## src/rtl/core/epb_pkg.sv

```systemverilog
// Shared types, constants and helpers for the emulation prevention byte codec.
// Used by the channel interfaces and by every module under rtl/core.
package epb_pkg;

  localparam int unsigned ByteW     = 8;
  localparam int unsigned RunW      = 2;
  localparam int unsigned CfgIdxW   = 2;
  localparam int unsigned CfgDataW  = 2;
  localparam int unsigned QDepth    = 4;
  localparam int unsigned QAddrW    = $clog2(QDepth);
  localparam int unsigned QCountW   = $clog2(QDepth + 1);

  localparam logic [ByteW-1:0] EscByte    = 8'd3;
  localparam logic [RunW-1:0]  ZeroRunMax = 2'd2;

  // Configuration register indexes.
  localparam logic [CfgIdxW-1:0] CfgDirection  = 2'd0;
  localparam logic [CfgIdxW-1:0] CfgStreamType = 2'd1;

  // Direction codes.
  localparam logic DirEncode = 1'b0;
  localparam logic DirDecode = 1'b1;

  // Stream type codes; the unused code behaves like StRaw.
  localparam logic [1:0] StH262 = 2'd0;
  localparam logic [1:0] StH264 = 2'd1;
  localparam logic [1:0] StRaw  = 2'd2;

  typedef enum logic [1:0] {
    STATUS_OK         = 2'd0,
    STATUS_FORBIDDEN  = 2'd1,
    STATUS_BAD_ESCAPE = 2'd2,
    STATUS_TRUNCATED  = 2'd3
  } epb_status_e;

  // One queue entry: a result byte, optionally preceded by an inserted escape.
  typedef struct packed {
    logic              ins;
    logic [ByteW-1:0]  data;
    epb_status_e       status;
  } epb_entry_t;

  function automatic logic [RunW-1:0] next_run(input logic [RunW-1:0] run,
                                               input logic [ByteW-1:0] b);
    logic [RunW-1:0] res;
    if (b != '0) begin
      res = '0;
    end else if (run < ZeroRunMax) begin
      res = run + 2'd1;
    end else begin
      res = ZeroRunMax;
    end
    return res;
  endfunction

endpackage

```

## src/rtl/core/epb_ifs.sv

```systemverilog
// Valid/ready channel interfaces of the emulation prevention byte codec.
// Depends on epb_pkg for field widths.
interface epb_in_if;
  logic                      valid;
  logic                      ready;
  logic [epb_pkg::ByteW-1:0] in_byte;
  logic                      is_last;
  modport source (output valid, output in_byte, output is_last, input ready);
  modport sink   (input valid, input in_byte, input is_last, output ready);
endinterface

interface epb_out_if;
  logic                      valid;
  logic                      ready;
  logic [epb_pkg::ByteW-1:0] out_byte;
  logic [1:0]                status;
  logic                      run_last;
  modport source (output valid, output out_byte, output status, output run_last,
                  input ready);
  modport sink   (input valid, input out_byte, input status, input run_last,
                  output ready);
endinterface

interface epb_cfg_if;
  logic                         valid;
  logic                         ready;
  logic [epb_pkg::CfgIdxW-1:0]  index;
  logic [epb_pkg::CfgDataW-1:0] data;
  modport source (output valid, output index, output data, input ready);
  modport sink   (input valid, input index, input data, output ready);
endinterface

```

## src/rtl/core/emulation_prevention_byte_codec_top.sv

```systemverilog
// Top level of the emulation prevention byte codec: front end, queue, back end.
// Depends on epb_pkg, epb_ifs, epb_front, epb_queue and epb_back.
//
// The codec takes one stream byte per cycle on in_if and gives one result beat
// per cycle on out_if while out_if.ready holds. A byte that needs an inserted
// 0x03 gives two beats, so sustained throughput is one byte per cycle except
// that each insertion takes an extra output beat; a four-entry queue between
// classification and the output register absorbs short bursts of these and of
// output stalls, and in_if.ready falls only when that queue is full. A dropped
// escape byte gives no beat, and an error gives a single beat with out_byte 0
// and leaves the zero-run state as it was. The first beat of an accepted byte
// passes through the queue and then the output register before it is valid on
// out_if. The configuration port is always ready and should be written only
// while idle.
module emulation_prevention_byte_codec_top (
  input  logic       clk_i,
  input  logic       rst_ni,
  epb_in_if.sink     in_if,
  epb_cfg_if.sink    cfg_if,
  epb_out_if.source  out_if
);

  logic                push_valid;
  logic                push_ready;
  epb_pkg::epb_entry_t push_entry;
  logic                head_valid;
  epb_pkg::epb_entry_t head_entry;
  logic                pop;

  epb_front u_front (
    .clk_i        (clk_i),
    .rst_ni       (rst_ni),
    .in_if        (in_if),
    .cfg_if       (cfg_if),
    .push_ready_i (push_ready),
    .push_valid_o (push_valid),
    .push_entry_o (push_entry)
  );

  epb_queue u_queue (
    .clk_i        (clk_i),
    .rst_ni       (rst_ni),
    .push_valid_i (push_valid),
    .push_entry_i (push_entry),
    .push_ready_o (push_ready),
    .head_valid_o (head_valid),
    .head_entry_o (head_entry),
    .pop_i        (pop)
  );

  epb_back u_back (
    .clk_i        (clk_i),
    .rst_ni       (rst_ni),
    .head_valid_i (head_valid),
    .head_entry_i (head_entry),
    .pop_o        (pop),
    .out_if       (out_if)
  );

endmodule

```

## src/rtl/core/epb_front.sv

```systemverilog
// Front end: configuration registers, zero-run tracking and byte classification.
// Pushes one entry per item that yields results. Depends on epb_pkg, epb_ifs.
module epb_front (
  input  logic                clk_i,
  input  logic                rst_ni,
  epb_in_if.sink              in_if,
  epb_cfg_if.sink             cfg_if,
  input  logic                push_ready_i,
  output logic                push_valid_o,
  output epb_pkg::epb_entry_t push_entry_o
);

  logic                        dir_q;
  logic [1:0]                  stype_q;
  logic [epb_pkg::RunW-1:0]    zero_run_q, zero_run_d;
  logic                        esc_q, esc_d;

  logic                        accept;
  logic                        emit;
  logic                        fail;
  logic                        ins;
  epb_pkg::epb_status_e        fail_st;
  logic [epb_pkg::RunW-1:0]    run;
  logic [epb_pkg::ByteW-1:0]   b;
  logic                        zr_full;

  assign cfg_if.ready = 1'b1;
  assign in_if.ready  = push_ready_i;
  assign accept       = in_if.valid && in_if.ready;
  assign b            = in_if.in_byte;
  assign zr_full      = (zero_run_q == epb_pkg::ZeroRunMax);

  always_ff @(posedge clk_i or negedge rst_ni) begin
    if (!rst_ni) begin
      dir_q   <= epb_pkg::DirEncode;
      stype_q <= epb_pkg::StH264;
    end else if (cfg_if.valid) begin
      if (cfg_if.index == epb_pkg::CfgDirection) begin
        dir_q <= cfg_if.data[0];
      end else if (cfg_if.index == epb_pkg::CfgStreamType) begin
        stype_q <= cfg_if.data[1:0];
      end
    end
  end

  always_comb begin
    emit       = 1'b0;
    fail       = 1'b0;
    ins        = 1'b0;
    fail_st    = epb_pkg::STATUS_OK;
    run        = zero_run_q;
    zero_run_d = zero_run_q;
    esc_d      = esc_q;
    if (dir_q == epb_pkg::DirEncode) begin
      if (stype_q == epb_pkg::StH262 && b < 8'd2 && zr_full) begin
        fail    = 1'b1;
        fail_st = epb_pkg::STATUS_FORBIDDEN;
      end else begin
        if (stype_q == epb_pkg::StH264 && b <= epb_pkg::EscByte && zr_full) begin
          ins = 1'b1;
          run = '0;
        end
        emit       = 1'b1;
        zero_run_d = epb_pkg::next_run(run, b);
      end
    end else if (esc_q) begin
      // The byte right after a dropped escape only has to be 3 or less.
      if (b > epb_pkg::EscByte) begin
        fail    = 1'b1;
        fail_st = epb_pkg::STATUS_BAD_ESCAPE;
      end else begin
        emit       = 1'b1;
        esc_d      = 1'b0;
        zero_run_d = epb_pkg::next_run('0, b);
      end
    end else if (stype_q == epb_pkg::StH262 && b < 8'd2 && zr_full) begin
      fail    = 1'b1;
      fail_st = epb_pkg::STATUS_FORBIDDEN;
    end else if (stype_q == epb_pkg::StH264 && zr_full && b < epb_pkg::EscByte) begin
      fail    = 1'b1;
      fail_st = epb_pkg::STATUS_FORBIDDEN;
    end else if (stype_q == epb_pkg::StH264 && zr_full && b == epb_pkg::EscByte) begin
      if (in_if.is_last) begin
        fail    = 1'b1;
        fail_st = epb_pkg::STATUS_TRUNCATED;
      end else begin
        esc_d      = 1'b1;
        zero_run_d = '0;
      end
    end else begin
      emit       = 1'b1;
      zero_run_d = epb_pkg::next_run(zero_run_q, b);
    end
    // A successful final byte starts a fresh stream.
    if (emit && in_if.is_last) begin
      zero_run_d = '0;
      esc_d      = 1'b0;
    end
  end

  always_ff @(posedge clk_i or negedge rst_ni) begin
    if (!rst_ni) begin
      zero_run_q <= '0;
      esc_q      <= 1'b0;
    end else if (accept && !fail) begin
      zero_run_q <= zero_run_d;
      esc_q      <= esc_d;
    end
  end

  always_comb begin
    push_valid_o        = accept && (emit || fail);
    push_entry_o.ins    = ins && !fail;
    push_entry_o.data   = fail ? '0 : b;
    push_entry_o.status = fail ? fail_st : epb_pkg::STATUS_OK;
  end

  a_fail_holds_state: assert property (@(posedge clk_i) disable iff (!rst_ni)
    accept && fail |=> $stable(zero_run_q) && $stable(esc_q))
    else $error("state changed on an error beat");

  a_run_saturates: assert property (@(posedge clk_i) disable iff (!rst_ni)
    zero_run_q <= epb_pkg::ZeroRunMax)
    else $error("zero run above saturation");

  a_escape_clears_run: assert property (@(posedge clk_i) disable iff (!rst_ni)
    accept && !esc_q && esc_d && !fail |=> zero_run_q == '0)
    else $error("escape pending with nonzero zero run");

endmodule

```

## src/rtl/core/epb_queue.sv

```systemverilog
// Small register queue of classified entries between front and back end.
// Depends on epb_pkg.
module epb_queue (
  input  logic                clk_i,
  input  logic                rst_ni,
  input  logic                push_valid_i,
  input  epb_pkg::epb_entry_t push_entry_i,
  output logic                push_ready_o,
  output logic                head_valid_o,
  output epb_pkg::epb_entry_t head_entry_o,
  input  logic                pop_i
);

  epb_pkg::epb_entry_t          entries_q [epb_pkg::QDepth];
  logic [epb_pkg::QAddrW-1:0]   wr_ptr_q, rd_ptr_q;
  logic [epb_pkg::QCountW-1:0]  count_q;
  logic                         push, pop;

  assign push_ready_o = (count_q != epb_pkg::QCountW'(epb_pkg::QDepth));
  assign head_valid_o = (count_q != '0);
  assign head_entry_o = entries_q[rd_ptr_q];
  assign push         = push_valid_i && push_ready_o;
  assign pop          = pop_i && head_valid_o;

  always_ff @(posedge clk_i) begin
    if (push) begin
      entries_q[wr_ptr_q] <= push_entry_i;
    end
  end

  always_ff @(posedge clk_i or negedge rst_ni) begin
    if (!rst_ni) begin
      wr_ptr_q <= '0;
      rd_ptr_q <= '0;
      count_q  <= '0;
    end else begin
      if (push) begin
        wr_ptr_q <= wr_ptr_q + 1'b1;
      end
      if (pop) begin
        rd_ptr_q <= rd_ptr_q + 1'b1;
      end
      if (push && !pop) begin
        count_q <= count_q + 1'b1;
      end else if (pop && !push) begin
        count_q <= count_q - 1'b1;
      end
    end
  end

  a_count_bound: assert property (@(posedge clk_i) disable iff (!rst_ni)
    count_q <= epb_pkg::QCountW'(epb_pkg::QDepth))
    else $error("queue count out of range");

endmodule

```

## src/rtl/core/epb_back.sv

```systemverilog
// Back end: expands queue entries into output beats through an output register.
// Depends on epb_pkg and epb_ifs.
module epb_back (
  input  logic                clk_i,
  input  logic                rst_ni,
  input  logic                head_valid_i,
  input  epb_pkg::epb_entry_t head_entry_i,
  output logic                pop_o,
  epb_out_if.source           out_if
);

  logic                       out_valid_q;
  logic [epb_pkg::ByteW-1:0]  out_byte_q;
  epb_pkg::epb_status_e       out_status_q;
  logic                       out_last_q;
  logic                       phase_q, phase_d;
  logic                       load;
  logic                       send_esc;

  assign load     = !out_valid_q || out_if.ready;
  // The inserted escape goes out first, then the entry's own byte.
  assign send_esc = head_entry_i.ins && !phase_q;
  assign pop_o    = load && head_valid_i && !send_esc;

  always_comb begin
    phase_d = phase_q;
    if (load && head_valid_i) begin
      phase_d = send_esc;
    end
  end

  always_ff @(posedge clk_i or negedge rst_ni) begin
    if (!rst_ni) begin
      out_valid_q <= 1'b0;
      phase_q     <= 1'b0;
    end else begin
      phase_q <= phase_d;
      if (load) begin
        out_valid_q <= head_valid_i;
      end
    end
  end

  always_ff @(posedge clk_i) begin
    if (load && head_valid_i) begin
      out_byte_q   <= send_esc ? epb_pkg::EscByte : head_entry_i.data;
      out_status_q <= head_entry_i.status;
      out_last_q   <= !send_esc;
    end
  end

  assign out_if.valid    = out_valid_q;
  assign out_if.out_byte = out_byte_q;
  assign out_if.status   = out_status_q;
  assign out_if.run_last = out_last_q;

  a_phase_has_entry: assert property (@(posedge clk_i) disable iff (!rst_ni)
    phase_q |-> head_valid_i && head_entry_i.ins)
    else $error("escape phase without an inserting entry");

  a_esc_then_byte: assert property (@(posedge clk_i) disable iff (!rst_ni)
    out_valid_q && !out_last_q |-> phase_q)
    else $error("inserted escape shown without its byte pending");

endmodule

```

## src/flat_wrapper.sv

```systemverilog
// flat-port wrapper written by rule: the top's interface ports become plain ports
module emulation_prevention_byte_codec_top_flat 
  (clk_i, rst_ni, in_if_valid, in_if_in_byte, in_if_is_last, in_if_ready, cfg_if_valid, cfg_if_index, cfg_if_data, cfg_if_ready, out_if_valid, out_if_out_byte, out_if_status, out_if_run_last, out_if_ready);
  epb_in_if in_if_i ();
  epb_cfg_if cfg_if_i ();
  epb_out_if out_if_i ();
  input  logic clk_i;
  input  logic rst_ni;
  input wire logic [$bits(in_if_i.valid)-1:0] in_if_valid;
  input wire logic [$bits(in_if_i.in_byte)-1:0] in_if_in_byte;
  input wire logic [$bits(in_if_i.is_last)-1:0] in_if_is_last;
  output wire logic [$bits(in_if_i.ready)-1:0] in_if_ready;
  input wire logic [$bits(cfg_if_i.valid)-1:0] cfg_if_valid;
  input wire logic [$bits(cfg_if_i.index)-1:0] cfg_if_index;
  input wire logic [$bits(cfg_if_i.data)-1:0] cfg_if_data;
  output wire logic [$bits(cfg_if_i.ready)-1:0] cfg_if_ready;
  output wire logic [$bits(out_if_i.valid)-1:0] out_if_valid;
  output wire logic [$bits(out_if_i.out_byte)-1:0] out_if_out_byte;
  output wire logic [$bits(out_if_i.status)-1:0] out_if_status;
  output wire logic [$bits(out_if_i.run_last)-1:0] out_if_run_last;
  input wire logic [$bits(out_if_i.ready)-1:0] out_if_ready;
  assign in_if_i.valid = in_if_valid;
  assign in_if_i.in_byte = in_if_in_byte;
  assign in_if_i.is_last = in_if_is_last;
  assign in_if_ready = in_if_i.ready;
  assign cfg_if_i.valid = cfg_if_valid;
  assign cfg_if_i.index = cfg_if_index;
  assign cfg_if_i.data = cfg_if_data;
  assign cfg_if_ready = cfg_if_i.ready;
  assign out_if_valid = out_if_i.valid;
  assign out_if_out_byte = out_if_i.out_byte;
  assign out_if_status = out_if_i.status;
  assign out_if_run_last = out_if_i.run_last;
  assign out_if_i.ready = out_if_ready;
  emulation_prevention_byte_codec_top u_core (.clk_i(clk_i), .rst_ni(rst_ni), .in_if(in_if_i), .cfg_if(cfg_if_i), .out_if(out_if_i));
endmodule
```

## config.mk

```make
export PLATFORM = sky130hd
export DESIGN_NAME = emulation_prevention_byte_codec_top_flat
export DESIGN_NICKNAME = d
export VERILOG_FILES = /design/src/rtl/core/epb_pkg.sv /design/src/rtl/core/epb_ifs.sv /design/src/rtl/core/emulation_prevention_byte_codec_top.sv /design/src/rtl/core/epb_front.sv /design/src/rtl/core/epb_queue.sv /design/src/rtl/core/epb_back.sv /design/src/flat_wrapper.sv
export SDC_FILE = /design/constraint.sdc
export NUM_CORES = 1
export LEC_CHECK = 0
export BUFFER_PORTS_ARGS = -buffer_cell sky130_fd_sc_hd__buf_2
export CORE_UTILIZATION = 52
export DETAILED_ROUTE_END_ITERATION = 6
export PLACE_DENSITY = 0.75
export SLEW_MARGIN = 20
export SYNTH_ARGS = -nofsm -noshare
export SYNTH_HDL_FRONTEND = slang
export SYNTH_HIERARCHICAL = 1
export SYNTH_SLANG_ARGS = --single-unit
```

## constraint.sdc

```tcl
create_clock -name clk_i -period 2.45 [get_ports clk_i]
set_input_delay 0.1225 -clock clk_i [delete_from_list [all_inputs] [get_ports clk_i]]
set_output_delay 0.1225 -clock clk_i [all_outputs]
set_load 0.02 [all_outputs]
```

======== After elaboration in Yosys (flattened, before gate mapping) ========
Memory sizes are Yosys's and may differ from the RTL's.
Cells that the tools add are included.
operators by class
  order comparisons ....................... 6
  shift-type cells ........................ 0
  div/mod/pow operators ................... 0
  add/subtract/negate cells ............... 6
  reduce and logical (&&, ||, !) cells .... 37
  $mul .................................... 0
  equal/unequal tests ..................... 10
  mux-type cells .......................... 56
  bitwise gates (word level) .............. 1
operators with widths
  kind                 number
  $mux 2               24
  $mux 1               29
  $logic_and 1x1->1    19
  $lt 8x2->1 const B   2
  $add 2x1->2 const B  4
  $eq 8x2->1 const B   1
  $gt 8x2->1 const B   1
  $le 8x2->1 const B   1
  $mux 8               1
  $ne 4x3->1 const B   2
  $reduce_bool 8->1    1
  $logic_not 1->1      6
  $mux 3               2
  $ne 3x2->1 const B   2
  $reduce_and 6->1     1
  $ne 5x4->1 const B   1
  $eq 2x1->1 const B   2
  $logic_not 2->1      2
  $lt 2x2->1 const B   2
  $reduce_and 2->1     2
  $reduce_bool 2->1    2
  $add 3x1->3 const B  1
  $ne 3x3->1 const B   1
  $reduce_and 3->1     1
  other kinds (5)      6
storage, ports and cells
  register bits after elaboration ......... 26
  output and inout port bits .............. 14
  input bits .............................. 18
  word-level logic and storage cells ...... 129
  bits in latches ......................... 0
  memories ................................ 1
  memory bits (writable) .................. 44
  bits in read-only memories .............. 0
memories
  name                      depth  bits a word  read ports  clocked after memory_dff  wr ports  RTL line         text
  u_core.u_queue.entries_q  4      11           1           0                         1         epb_queue.sv:14  epb_pkg::epb_entry_t entries_q [epb_pkg::QDepth];

======== Logic depth before layout (Yosys ltp) ========
  depth in word-level cells ............... 15
  gate-level depth with buffers ........... 11
  gate-level depth less buffers ........... 11

======== By module ========
Netlist, hierarchy kept.
by module, submodules not included
  module     area an instance (µm²)  times used  cells an instance  sequential area each (µm²)
  epb_queue  2008.2                  1           92                 1496.4
  epb_front  560.5                   1           60                 151.4
  epb_back   498.0                   1           29                 380.4

======== Worst setup path before layout ========
OpenSTA, ideal clock, no wires.
  path kind ............................... reg-to-reg
  start point ............................. register u_core.u_front.stype_q[0]
  end point ............................... register u_core/u_queue/count_q[2] (netlist bit)
  path slack .............................. -0.119 ns
  data arrival time ....................... 2.489 ns
  required time ........................... 2.371 ns
  stages on the path, launching flop included .. 12
  buffers on the path ..................... 0
  clock period less this slack ............ 2.569 ns
  cells stage by stage .................... dfstp_2 -> nand2b_1 -> o2111a_1 -> nor2_1 -> a41oi_1 -> a21boi_2 -> ha_1 -> inv_1 -> fa_1 -> xor2_1 -> nor2_1 -> xor2_1
on the way
  cells in the longest elaborated chain, start to end .. 14
  elaborated cells between the ends (all ways) .. 27
ends and longest elaborated chain
  item                         RTL line                                   text
  start: declaration           epb_front.sv:14                            logic [1:0] stype_q;
  start signal: assignment     epb_front.sv:36                            stype_q <= epb_pkg::StH264;
  start signal: assignment     epb_front.sv:41                            stype_q <= cfg_if.data[1:0];
  $eq 2x1->1                   epb_front.sv:79, epb_front.sv:82
  $logic_and 1x1->1            epb_front.sv:79, epb_front.sv:82
  $logic_and 1x1->1            epb_front.sv:82                            end else if (stype_q == epb_pkg::StH264 && zr_full && b == epb_pkg::EscByte) begin
  $mux 1                       epb_front.sv:82
  $mux 1                       epb_front.sv:79                            end else if (stype_q == epb_pkg::StH264 && zr_full && b < epb_pkg::EscByte) begin
  $mux 1                       epb_front.sv:76                            end else if (stype_q == epb_pkg::StH262 && b < 8'd2 && zr_full) begin
  $mux 1                       epb_front.sv:66                            end else if (esc_q) begin
  $mux 1                       epb_front.sv:54                            if (dir_q == epb_pkg::DirEncode) begin
  $logic_or 1x1->1 *           epb_front.sv:112                           push_valid_o = accept && (emit || fail);
  $logic_and 1x1->1 *          epb_front.sv:112
  net u_core.push_valid        emulation_prevention_byte_codec_top.sv:23  logic push_valid;
  $logic_and 1x1->1 *          epb_queue.sv:22                            assign push = push_valid_i && push_ready_o;
  net u_core.u_queue.push      epb_queue.sv:17                            logic push, pop;
  $logic_not 1->1              epb_queue.sv:45                            end else if (pop && !push) begin
  $logic_and 1x1->1            epb_queue.sv:45
  $reduce_bool 2->1 (no line)  --
  end signal: assignment       epb_queue.sv:44                            count_q <= count_q + 1'b1;
  end signal: assignment       epb_queue.sv:46                            count_q <= count_q - 1'b1;
  end: declaration             epb_queue.sv:16                            logic [epb_pkg::QCountW-1:0] count_q;
The timed path passes the listed nets; every way through them passes the cells marked *.
A chain may end at the register's enable or synchronous reset.

==> results.txt <==
----------------------------------------------------
[Run status]
  Outcome ... complete, no violations

[Clocking]
  Number of clock buffers inserted by TritonCTS ... 9
  Clock-pin slew on the worst setup and hold paths ... around 70 ps
  Worst-skew pair later-pin latency ... 330 ps
  Clock H-tree levels ... 3
  Maximum count of clock buffers along a single path ... 2
  Total clock sinks ... 70
  CTS root buffer ... sky130_fd_sc_hd__clkbuf_8
  CTS tree ... built

[Logic synthesis]
  Synth warn ... 6
  Post-Syn Area per Cell ... around 17 µm²
  Synthesized instance count ... between 150 and 200
  Library cells used by synthesis ... 49
  Number of synthesized flops with an enable pin ... between 50 and 60
  Sequential element share of the synthesized area ... 0.661
  Yosys reg bits ... 70
  Most used flip-flop cell after synthesis ... sky130_fd_sc_hd__edfxtp_1
  Synth Net Count ... between 200 and 250
  Post-synth design cell area ... around 0.0031 mm²
  Asr flop ratio synth ... 0.214

[Layout]
  Number of filler instances in the final layout ... between 400 and 500
  Layout cells sized above 1 ... 0.408
  Final net count ... 259
  Layout overhead on the synthesized area ... 18.8%
  Multi-input logic area ... approximately 0.0010 mm²
  Inserted Diodes ... 0
  Area of all sequential standard cells ... 0.00203 mm²

[Critical path]
  Cells traversed along the worst timing path ... mux4_2 -> nor2b_4 -> nor2_1 -> nand2_1 -> ha_2 -> inv_1 -> fa_1 -> mux2_2
  Count of buffering cells on the critical path with inverters included ... 1
  CP delay by family, top ... multiplexers
  Worst-case reg-to-reg path depth ... 8
  Worst flop-to-flop path endpoint ... u_core/u_queue/count_q[1]
  CP Depth ... 8
  Crit Path Max Fanout ... 3
  Capture point of the worst path ... u_core/u_queue/count_q[1]
  Critical path data required time ... 2670 ps
  Launch point of the worst path ... u_core/u_queue/rd_ptr_q[0]
  Data arrival at the endpoint of the critical path ... about 2600 ps
  Crit path max-delay cell type ... sky130_fd_sc_hd__mux4_2
  Critical Path Source Type ... flop
  Register-to-register setup slack ... 120 ps
  Start of the worst register-to-register path ... u_core/u_queue/rd_ptr_q[0]
  Endpoint class of the critical path ... flop
  Type of the worst setup path ... flop to flop
  Largest stage delay, worst path ... ~510 ps

[STA]
  Final worst slack ... 119 ps
  Period utilisation layout ... 0.952
  Endpoints failing hold ... 0
  Shortest period the worst path allows ... approximately 2300 ps
  WHS ... approximately 17 ps
  Number of setup violations in the final report ... 0
  Setup clock skew after layout ... 5.58 ps
  RSZ-0062 raised after global routing ... no
  Total count of max-transition violations in the final report ... 0
  Highest clock frequency the design can meet ... 0.429 GHz

[Floorplan]
  Vertical die dimension ... between 70 and 80 µm
  Number of ports placed on the die boundary ... 32
  Core footprint ... between 0.005 and 0.006 mm²
  Die area ... about 0.0062 mm²
  Std-Cell Rows ... 27
  Die boundary width ... ~79 µm
  Initial core utilization ... 0.547

[Power]
  Max IR drop VDD ... around 0.62 mV
  Power density relative to cell area ... approximately 1100 mW/mm²
  Leak pwr ... 1.39 nW

[GRT]
  Via count of the first global-routing pass ... between 1.5k and 2k
  Total global routing overflow ... 0
  Number of antenna violations at the first check in global routing ... 0
  First-pass GRT wire length ... 8.40 mm
  Combined global-route utilization of all metal layers ... 0.189
  Largest net degree at the start of global routing ... 16

[Detailed routing]
  Residual DRC ... 0
  Iteration-0 DRC count of the detailed router ... ~110
  Wire length after detailed routing ... between 5 and 6 mm
  Routed wire length per instance ... 16.1 µm
  Via count ... 1691
  Post-detailed-route count of antenna-violating nets ... 0
  Routed via count divided by cell count ... around 5.4
  Detailed-routing iteration count for the pre-antenna-repair pass ... 4

[Placed design]
  Global placer's final weighted congestion ... 0.926
  Worst setup timing slack at the placement stage ... ~57 ps
  IO Port Bufs ... 30
  Detailed Place HPWL ... roughly 3.5 mm

[Job]
  Count of max-cap constraint violations ... 0

[Min path]
  Start point of the worst hold path ... cfg_if_data[1]
  Worst hold path class ... input pin to flop

----------------------------------------------------
## placed cells by master (no fill, tap or decap), types with 2 or more instances in the layout
| master | n |
|---|---|
| sky130_fd_sc_hd__mux2_2 | 5 |
| sky130_fd_sc_hd__nor4_1 | 2 |
| sky130_fd_sc_hd__ha_1 | 4 |
| sky130_fd_sc_hd__and2_1 | 19 |
| sky130_fd_sc_hd__mux2_4 | 3 |
| sky130_fd_sc_hd__clkinv_4 | 2 |
| sky130_fd_sc_hd__mux4_1 | 3 |
| sky130_fd_sc_hd__buf_2 | 30 |
| sky130_fd_sc_hd__inv_1 | 5 |
| sky130_fd_sc_hd__nand2b_1 | 2 |
| sky130_fd_sc_hd__mux4_2 | 8 |
| sky130_fd_sc_hd__buf_4 | 14 |
| sky130_fd_sc_hd__nand2b_4 | 3 |
| sky130_fd_sc_hd__nand3_1 | 3 |
| sky130_fd_sc_hd__nor2_1 | 7 |
| sky130_fd_sc_hd__xnor2_1 | 4 |
| sky130_fd_sc_hd__edfxtp_1 | 55 |
| sky130_fd_sc_hd__nand2_1 | 5 |
| sky130_fd_sc_hd__buf_12 | 2 |
| sky130_fd_sc_hd__clkinv_2 | 2 |
| sky130_fd_sc_hd__xor2_1 | 2 |
| sky130_fd_sc_hd__clkbuf_8 | 9 |
| sky130_fd_sc_hd__a21oi_1 | 2 |
| sky130_fd_sc_hd__dfrtp_1 | 13 |
## kinds of logic after synthesis
logic type      after synthesis  share of synthesized area
buf+inv                      10                     0.0175
fa+ha+maj                     6                     0.0269
compound gates               11                     0.0343
flops                        70                      0.661
simple gates                 58                      0.124
other cells                   1                    0.00122
mux                          19                      0.118
xor+xnor                      6                     0.0171
## power breakdown
| part | switching, W | internal [W] |
|---|---|---|
| Combinational | 0.000708 | 0.000673 |
| Clock | 0.000409 | 0.000363 |
| Sequential | 0.000133 | 0.00169 |
## layer usage
layer | routed length [µm] | track usage | part of all wire | vias to the layer above
met3 | 184 | 0.0448 | 0.037 | 17
met5 | 0 | 0 | 0 | -
met1 | 2040 | 0.222 | 0.41 | 830
met2 | 2670 | 0.322 | 0.53 | 50
li1 | - | - | - | 794
met4 | 131 | 0.102 | 0.026 | 0
## how the worst min path moves through the flow
stage / to / slack (ps) / depth (start not counted)
4_1_cts: u_core/u_front/stype_q[1] / 4 / 2
2_1_floorplan: u_core/u_back/out_if.valid / -170 / 0
5_1_grt: u_core/u_front/stype_q[1] / 4 / 2
6_report: u_core/u_front/stype_q[1] / 20 / 2
3_3_place_gp: u_core/u_front/dir_q / 50 / 1
3_5_place_dp: u_core/u_front/dir_q / 60 / 1
## registers in the layout, summed over array words and instances (netlist names)
signal,count
u_core/u_front/esc_q,1
u_core/u_front/zero_run_q,2
u_core/u_back/out_if.run_last,1
u_core/u_queue/entries_q,44
u_core/u_front/stype_q,2
u_core/u_front/dir_q,1
u_core/u_back/out_if.status,2
u_core/u_queue/wr_ptr_q,2
u_core/u_back/phase_q,1
u_core/u_queue/count_q,3
u_core/u_back/out_if.out_byte,8
u_core/u_back/out_if.valid,1
u_core/u_queue/rd_ptr_q,2
## cell type report
| class | instances | area share |
|---|---|---|
| clock buffer | 10 | 0.0350 |
| clock inverter | 6 | 0.0106 |
| sequential | 70 | 0.557 |
| timing repair buffer | 47 | 0.0838 |
| tap | 72 | 0.0247 |
| multi-input combinational | 101 | 0.283 |
| inverter | 6 | 0.00618 |
## per-stage QoR
step / instance area, µm² / cells / TNS [ps] / util / power, W
floorplan: 3090 / 181 / -18.3 / - / 0.00283
global placement: 3440 / 294 / 0 / 0.613 / 0.00318
detailed placement: 3440 / 294 / 0 / 0.613 / 0.00323
CTS: 3610 / 311 / 0 / 0.644 / 0.00401
global route: 3640 / 312 / 0 / 0.650 / 0.00422
finish: 3640 / 312 / 0 / 0.650 / 0.00397
## what timing repair did
action | in CTS | in global routing
buffers inserted | 0 | 1
setup endpoints to repair | 0 | 2
resized for setup | 0 | 5
hold buffers | 1 | 0
hold endpoints to repair | 15 | 0
## synthesized netlist by cell type (3+ instances only)
master / number / area share
sky130_fd_sc_hd__mux2_4: 3 / 0.015
sky130_fd_sc_hd__nand2_1: 5 / 0.0061
sky130_fd_sc_hd__inv_1: 5 / 0.0061
sky130_fd_sc_hd__and2_1: 19 / 0.039
sky130_fd_sc_hd__dfrtp_1: 14 / 0.11
sky130_fd_sc_hd__nand3_1: 3 / 0.0049
sky130_fd_sc_hd__edfxtp_1: 55 / 0.54
sky130_fd_sc_hd__nor2_1: 8 / 0.0098
sky130_fd_sc_hd__nand2b_1: 4 / 0.0082
sky130_fd_sc_hd__ha_1: 5 / 0.020
sky130_fd_sc_hd__mux2_2: 5 / 0.018
sky130_fd_sc_hd__mux4_2: 8 / 0.059
sky130_fd_sc_hd__mux4_1: 3 / 0.026
sky130_fd_sc_hd__xnor2_1: 4 / 0.011
Note: power is estimated with default switching activity, not from simulation.
